**config.mk**
```make
export PLATFORM = sky130hd
export DESIGN_NAME = bwr_div
export DESIGN_NICKNAME = d
export VERILOG_FILES = /design/src/rtl/core/bwr_pkg.sv /design/src/rtl/core/bwr_div.sv
export SDC_FILE = /design/constraint.sdc
export NUM_CORES = 1
export LEC_CHECK = 0
export BUFFER_PORTS_ARGS = -buffer_cell sky130_fd_sc_hd__buf_2
export CAP_MARGIN = 25
export CORE_MARGIN = 5
export CORE_UTILIZATION = 47
export DETAILED_ROUTE_END_ITERATION = 12
export GPL_TIMING_DRIVEN = 0
export PLACE_DENSITY = 0.78
export SYNTH_ARGS = -nofsm -noshare
export SYNTH_HDL_FRONTEND = slang
export SYNTH_SLANG_ARGS = --single-unit
```
**constraint.sdc**
```tcl
create_clock -name clk -period 2.6 [get_ports clk]
set_clock_uncertainty 0.1 [all_clocks]
set_input_delay 0.52 -clock clk [delete_from_list [all_inputs] [get_ports clk]]
set_output_delay 0.52 -clock clk [all_outputs]
set_load 0.01 [all_outputs]
```
**src/rtl/core/bwr_pkg.sv**
```systemverilog
// ----------------------------------------------------------------------------
// bwr_pkg: shared constants and types for ECG baseline wander removal
// Sizes of the sample path, the moving average and the sorted median store.
// ----------------------------------------------------------------------------
`default_nettype none

package bwr_pkg;

  localparam int SAMPLE_BITS = 16;
  localparam int OUT_BITS    = SAMPLE_BITS + 1;
  localparam int MEAN_LEN    = 224;
  localparam int MEDIAN_LEN  = 135;

  // Input command codes.
  localparam logic CMD_FILTER = 1'b0;
  localparam logic CMD_CLEAR  = 1'b1;

  // Moving average ring, running sum and divisor widths.
  localparam int MEAN_AW  = $clog2(MEAN_LEN);
  localparam int SUM_BITS = SAMPLE_BITS + $clog2(MEAN_LEN);
  localparam int DIV_BITS = $clog2(MEAN_LEN + 1);

  // Median store address and fill count widths.
  localparam int MED_AW = (MEDIAN_LEN > 1) ? $clog2(MEDIAN_LEN) : 1;
  localparam int MED_CW = $clog2(MEDIAN_LEN + 1);

  // One word of the sorted median store: value plus its insertion tag.
  typedef struct packed {
    logic signed [SAMPLE_BITS-1:0] val;
    logic [MED_AW-1:0]             tag;
  } med_word_t;

endpackage

`default_nettype wire

```
**src/rtl/core/bwr_div.sv**
```systemverilog
// ----------------------------------------------------------------------------
// bwr_div: restoring unsigned divider
// One quotient bit per cycle; done pulses once the last quotient bit is in.
// ----------------------------------------------------------------------------
`default_nettype none

module bwr_div (
  input  wire logic                         clk,
  input  wire logic                         rst,
  input  wire logic                         start,
  input  wire logic [bwr_pkg::SUM_BITS-1:0] dividend,
  input  wire logic [bwr_pkg::DIV_BITS-1:0] divisor,
  output logic                              done,
  output logic [bwr_pkg::SUM_BITS-1:0]      quotient
);
  import bwr_pkg::*;

  localparam int CNT_W = $clog2(SUM_BITS);

  logic [DIV_BITS-1:0] rem;
  logic [DIV_BITS-1:0] dsor;
  logic [CNT_W-1:0]    cnt;
  logic                run;
  logic [DIV_BITS:0]   shifted;
  logic                ge;
  logic [DIV_BITS:0]   diff;

  // One restoring step: shift in the next dividend bit and try a subtract.
  always_comb begin
    shifted = {rem, quotient[SUM_BITS-1]};
    diff    = shifted - {1'b0, dsor};
    ge      = (shifted >= {1'b0, dsor});
  end

  always_ff @(posedge clk) begin
    if (rst) begin
      run  <= 1'b0;
      done <= 1'b0;
    end else begin
      done <= 1'b0;
      if (start) begin
        rem      <= '0;
        dsor     <= divisor;
        quotient <= dividend;
        cnt      <= '0;
        run      <= 1'b1;
      end else if (run) begin
        rem      <= ge ? diff[DIV_BITS-1:0] : shifted[DIV_BITS-1:0];
        quotient <= {quotient[SUM_BITS-2:0], ge};
        cnt      <= cnt + 1'b1;
        if (cnt == CNT_W'(SUM_BITS - 1)) begin
          run  <= 1'b0;
          done <= 1'b1;
        end
      end
    end
  end

endmodule

`default_nettype wire
```
==> metrics.md, run 1 <==
| Metric | Value |
|---|---|
| Status | finished, final reports clean |
| Root Driver | clkbuf_8 |
| Vias in the first global route | 1685 |
| # hold bufs at CTS | 0 |
| Cts repair resizes | 0 |
| CTS sink count | 47 |
| Critical Path Fanout Max | 3 |
| GRT Util Overall | 15.1% |
| Syn Nets | 209 |
| DRC Markers | 0 |
| Non-filler cells, final | 299 |
| Register bit total from synthesis | 47 |
| Final period util | 87.4% |
| Worst hold stages | 1 |
| CP required | 2.63 ns |
| Library cells used by synthesis | 40 |
| Dpl cell area | 2770 sq um |
| Multi-input gate area | 906 sq um |
| Final min period | 2.27 ns |
| Final Wtd Congestion | 0.811 |
| Setup TNS | 0 ns |
| Final nets | 276 |
| Top-count cell post-synth | edfxtp_1 |
| Largest net degree at the start of global routing | 33 |
| Final Max Slew Viols | 0 |
| DR iter-0 viols | 86 |
| CP arrival | 2.31 ns |
| Gr ovfl total | 0 |
| Startpoint types | register |
| Met2 usage | 25.8% |
| Core ar. | 4790 sq um |
| Sequential share of the synthesized area | 58.9% |
| Register area | 1390 sq um |
| Final HPWL DP | 3360 um |
| Synthesis warning total | 0 |
| DR vias | 1571 |
| Count of buffers from port buffering | 59 |
| Max_slew headroom | 40.7% |
| WL/cell | 15.1 um |
| Io pins | 60 |
| P&R area growth vs syn | 21.0% |
| RSZ-0062 raised after global routing | false |
| Power density over the cells | 597 nW/um^2 |
| WS Path Type | register to register |
| Placed Instances | 291 |
| Ys async rst share | 0% |
| Post-synth EDFFs | 45 |
| Initial antenna violation count | 0 |
| Worst skew pair latency | 0.29 ns |
| DIE AREA | 6540 sq um |
| Met3 usage | 5.88% |
| Final Hold Vio Count | 0 |
| M1 GR Usage | 17.3% |
| Post-route ant nets | 0 |
| Worst Hold Class | primary input to register |
| Synth Instances | 164 |
| H-tree levels | 2 |
| Area contributors post-synth | edfxtp_1 57%, mux2_2 11%, ha_1 4.8% |
| Cell taking the most area after synthesis | edfxtp_1 |
| Vias per inst | 5.25 |
| Setup Fix Bufs, Post-CTS | 0 |
| Routed WL | 4510 um |
| Worst-Margin Slew | 0.887 ns |
| Clk slew on worst S/H paths | 0.09 ns |
| TritonCTS clock tree | yes |
| ANT cells | 0 |
| Fill cell total of the finished layout | 378 |
| Layout cells sized above 1 | 44.8% |
| Synth top area share | 57.2% |
| Design area | 2860 sq um |
| Die span in x | 80.9 um |
| Initial core utilization | 49.3% |
| Synth top cells by count | 45 x edfxtp_1, 24 x mux2_2, 9 x ha_1, 9 x inv_1 |
| Synth Flop Type | edfxtp_1 |
| Total CTS buffers | 5 |
| First-pass GRT wire length | 7540 um |
| Mean Syn Cell Area | 14.4 sq um |
| Synthesized area | 2360 sq um |
| GR peak layer | met2 |
| Cell Rows | 25 |
| Kind of end point of the critical path | register |
| Max-cap viol count | 0 |
| Die Ht | 80.9 um |
| R2R cell count | 8 |
| P_leak | 1.12 nW |
| DR pass1 iterations | 4 |
| Final setup viols | 0 |
| F_max | 440 MHz |
| Longest Clk Path Bufs | 2 |
| Max VDD drop | 0.000328 V |
==> state kept, by name, indices dropped and copies added, names as in the netlist <==
signal / count
quotient: 24
cnt: 5
done: 1
dsor: 8
rem: 8
run: 1
==> metrics by stage <==
stage | hold WS, ns | utilization, % | worst slack [ns] | total power, mW
final | 0.293 | 59.7 | 0.327 | 1.71
after global routing | 0.277 | 59.7 | 0.156 | 1.80
after CTS | 0.281 | 59.7 | 0.348 | 1.73
after detailed placement | 0.378 | 57.8 | 0.379 | 1.28
after global placement | 0.374 | 57.3 | -0.208 | 1.26
after floorplan | 0.360 | - | 0.417 | 1.17
==> final timing paths <==
path | startpoint | end | slack [ns]
worst max-delay path | quotient[23]$_DFFE_PP_ | rem[6]$_SDFFCE_PP0P_ | 0.33
worst max register to register | quotient[23]$_DFFE_PP_ | rem[6]$_SDFFCE_PP0P_ | 0.33
worst min register to register | run$_SDFF_PP0_ | done$_SDFF_PP0_ | 0.38
worst min-delay path | divisor[3] | dsor[3]$_DFFE_PP_ | 0.29
==> placed cells by master, fill, tap and decap left out, types with 2 or more instances in the layout <==
cell type   n
a211oi_1    2
a21o_1      2
a21oi_1     7
buf_2      59
buf_6       3
clkbuf_8    6
dfxtp_1     2
edfxtp_1   45
ha_1        9
inv_1       9
mux2_2     24
nand3_1     8
nor2_1      7
nor2b_1     4
nor3_1      3
o211ai_1    2
o21a_1      3
o21ai_0     5
o22ai_1     2
or3_1       2
xnor2_1     2
xor2_1      2
==> cell type report <==
cell class              instances  area share (%)
plain buffers                   4            1.31
flip-flops and latches         47            48.7
repair buffers                 60            11.0
clock buffers                   7            3.02
multi-input cells             104            31.7
inverters                       9            1.18
well taps                      67            2.93
clock inverters                 1           0.131
==> worst max-delay path, stage by stage (launching register included) <==
cell and delay (ns):
edfxtp_1 0.37, inv_1 0.05, ha_1 0.23, fa_1 0.42, nor2b_1 0.17, o31a_1 0.16
o22ai_1 0.10, or3_1 0.30, a31oi_1 0.20
==> metal layers <==
layer	vias to the layer above	wire length, um
met5	-	0
met4	0	49
met3	6	350
met2	48	2220
met1	756	1890
li1	761	-
==> where the power goes <==
group | switching (mW) | total [mW] | internal (mW)
combinational | 0.175 | 0.333 | 0.158
sequential | 0.0270 | 0.927 | 0.900
clock | 0.233 | 0.447 | 0.213
==> logic make-up (layout without fill, tap and decap cells) <==
family | count (synthesis) | after routing | synth area share [%]
DFF | 47 | 47 | 58.9
and+or+nand+nor | 35 | 35 | 9.01
AOI/OAI and AO/OA | 31 | 31 | 10.5
muxes | 24 | 24 | 11.4
buffers and inverters | 13 | 81 | 3.02
adders and majority gates | 10 | 10 | 5.62
xor gates and xnor gates | 4 | 4 | 1.48
(Power assumes the default switching activity.)
==> inputs of run 2 (changes only) <==
- CORE_MARGIN: 5 -> 4
==> run 2 against run 1 <==
Effect of this change:
- setup slack improved by 0.011 ns
- final cell count did not move
- register-to-register slack barely moved
- clock power fell by 4.7%
- critical path depth did not move
- total power fell by 1.4%
- sequential share of layout area rose by 0.15 points
- non-clock buffer count did not move
- sequential cell count did not move
- die area fell by 4.9%
- cell area fell by 0.31%
- global-route usage rose by 0.57 points
- critical endpoint unchanged
==> metrics.md, run 2 (synthesis gave the netlist of run 1 again) <==
| Metric | Value |
|---|---|
| Status | finished, final reports clean |
| Cell Rows | 25 (unchanged) |
| Setup TNS | 0 ns (unchanged) |
| Core ar. | 4790 sq um (unchanged) |
| Fill cell total of the finished layout | 388 (+2.6%) |
| TritonCTS clock tree | yes |
| DIE AREA | 6220 sq um (-4.9%) |
| RSZ-0062 raised after global routing | false |
| GRT Util Overall | 15.7% (+0.57 points) |
| Io pins | 60 (unchanged) |
| Routed WL | 4360 um (-3.4%) |
| Reg2Reg Setup Slack | 0.34 ns (about the same) |
| Worst Hold Class | primary input to register |
| CP cell instances | inv_1 -> ha_1 -> fa_1 -> nor2b_1 -> o31a_1 -> o22ai_1 -> or3_1 -> a31oi_1 |
| Cts repair resizes | 0 (unchanged) |
| Largest reg by FF count | quotient |
| Hold_sp | divisor[0] |
| Most common cell after layout, fill and taps aside | buf_2 |
| Longest Clk Path Bufs | 2 (unchanged) |
| DR iter-0 viols | 79 (-8.1%) |
| Initial antenna violation count | 0 (unchanged) |
| Final worst slack | 0.338 ns (+0.0114 ns) |
| Total CTS buffers | 5 (unchanged) |
| Largest registers | quotient x24, dsor x8, rem x8 |
| Max-cap viol count | 0 (unchanged) |
| H-tree levels | 2 (unchanged) |
| P_leak | 1.11 nW (-0.33%) |
| Sequential share of power | 55.1% (+0.8 points) |
| Die Ht | 78.9 um (-2.5%) |
| Worst skew pair latency | 0.30 ns (about the same) |
| Initial core utilization | 49.3% (unchanged) |
| Final Max Slew Viols | 0 (unchanged) |
| P&R area growth vs syn | 20.7% |
| First-pass GRT wire length | 7670 um (+1.6%) |
| DRC Markers | 0 (unchanged) |
| WS Path Type | register to register |
| Vias in the first global route | 1651 (-2.0%) |
| Final setup viols | 0 (unchanged) |
| Max VDD drop | 0.000472 V (+44%) |
| Switching part of the total | 25.9% (+0.42 points) |
| Final HPWL DP | 3300 um (-1.6%) |
| Worst-Margin Slew | 0.852 ns (-0.0350 ns) |
| Gr ovfl total | 0 (unchanged) |
| Die span in x | 78.9 um (-2.5%) |
| Int Power | 1.25 mW (-1.9%) |
| Crit-path max cell delay | 0.43 ns (about the same) |
| Setup Fix Bufs, Post-CTS | 0 (unchanged) |
| DR vias | 1547 (-1.5%) |
| Layout cells sized above 1 | 44.8% (unchanged) |
| CP arrival | 2.31 ns (about the same) |
| Critical R2R Launch | quotient[23]$_DFFE_PP_ |
| DP Worst Slack | 0.359 ns (-0.0197 ns) |
| Switching Power | 437 uW (+0.26%) |
| Final nets | 276 (unchanged) |
| Critical Path Fanout Max | 3 (unchanged) |
| Largest net degree at the start of global routing | 26 (-21%) |
| Post-route ant nets | 0 (unchanged) |
| Power density over the cells | 591 nW/um^2 (-1.1%) |
| Max_slew headroom | 43.1% (+2.3 points) |
| Final period util | 87.0% (-0.44 points) |
| CTS sink count | 47 (unchanged) |
| CP required | 2.65 ns (+0.02 ns) |
| Worst Hold End | dsor[0]$_DFFE_PP_ |
| Critical path's slowest cell | fa_1 |
| F_max | 442 MHz (+0.51%) |
| Clk pwr share | 25.3% (-0.9 points) |
| # hold bufs at CTS | 0 (unchanged) |
| Final Hold Vio Count | 0 (unchanged) |
| Kind of end point of the critical path | register |
| ANT cells | 0 (unchanged) |
| Reg-to-reg endpoint | rem[6]$_SDFFCE_PP0P_ |
| WL/cell | 14.6 um (-3.4%) |
| Combinational share of power | 19.6% (about the same) |
| Final min period | 2.26 ns (-0.0114 ns) |
| Final Wtd Congestion | 0.809 (-0.27%) |
| Clk slew on worst S/H paths | 0.08 ns (about the same) |
| R2R cell count | 8 (unchanged) |
| Register area | 1390 sq um (unchanged) |
| DR pass1 iterations | 4 (unchanged) |
| Pwr Total | 1.68 mW (-1.4%) |
| Most frequent cells in the layout | 59 x buf_2, 45 x edfxtp_1, 24 x mux2_2 |
| Vias per inst | 5.17 (-1.5%) |
| Startpoint types | register |
| Multi-input gate area | 906 sq um (unchanged) |
| Count of buffers from port buffering | 59 (unchanged) |
| Worst hold stages | 1 (unchanged) |
| Max FFs per register | 24 (unchanged) |
| Root Driver | clkbuf_8 |
-- run 2: worst max-delay path: cells and delay by family (launching register included) --
kind            cells  cell delay, ns
flops               1            0.38
fa+ha+maj           2            0.65
compound gates      3            0.46
buf+inv             1            0.05
simple gates        2            0.48
-- run 2: metrics by stage --
stage	hold slack [ns]	cells	area [sq um]	util, %
after detailed placement	0.380	291	2770	57.8
final	0.290	299	2850	59.5
after global routing	0.272	299	2850	59.5
after floorplan	0.360	164	2360	-
after global placement	0.374	290	2740	57.3
after CTS	0.279	299	2850	59.5
-- run 2: worst max-delay path by stage --
stage,start,end,depth (start not counted)
after global routing,quotient[23]$_DFFE_PP_,rem[6]$_SDFFCE_PP0P_,8
final,quotient[23]$_DFFE_PP_,rem[6]$_SDFFCE_PP0P_,8
after global placement,start,quotient[3]$_DFFE_PP_,4
after CTS,quotient[23]$_DFFE_PP_,rem[6]$_SDFFCE_PP0P_,8
after detailed placement,quotient[23]$_DFFE_PP_,rem[6]$_SDFFCE_PP0P_,8
after floorplan,start,cnt[0]$_SDFFCE_PP0P_,3
-- run 2: power groups by stage --
stage,sequential (mW),clock (mW),combinational (mW)
after detailed placement,0.944,0,0.333
after CTS,0.928,0.440,0.334
final,0.927,0.426,0.331
after global placement,0.944,0,0.319
after floorplan,0.952,0,0.223
after global routing,0.934,0.476,0.374
-- run 2: layout make-up --
type / count / area share (%)
sequential: 47 / 48.8
multi-input combinational: 104 / 31.8
timing repair buffer: 60 / 11.1
tap: 67 / 2.94
clock buffer: 7 / 2.68
buffer: 4 / 1.32
inverter: 9 / 1.19
clock inverter: 1 / 0.176
-- run 2: per-layer routing --
| layer | GRT usage [%] | vias to the layer above | part of all wire (%) |
|---|---|---|---|
| li1 | - | 766 | - |
| met1 | 18.6 | 725 | 42 |
| met2 | 26.5 | 48 | 49 |
| met3 | 5.22 | 8 | 7.3 |
| met4 | 5.84 | 0 | 1.8 |
| met5 | 0 | - | 0 |
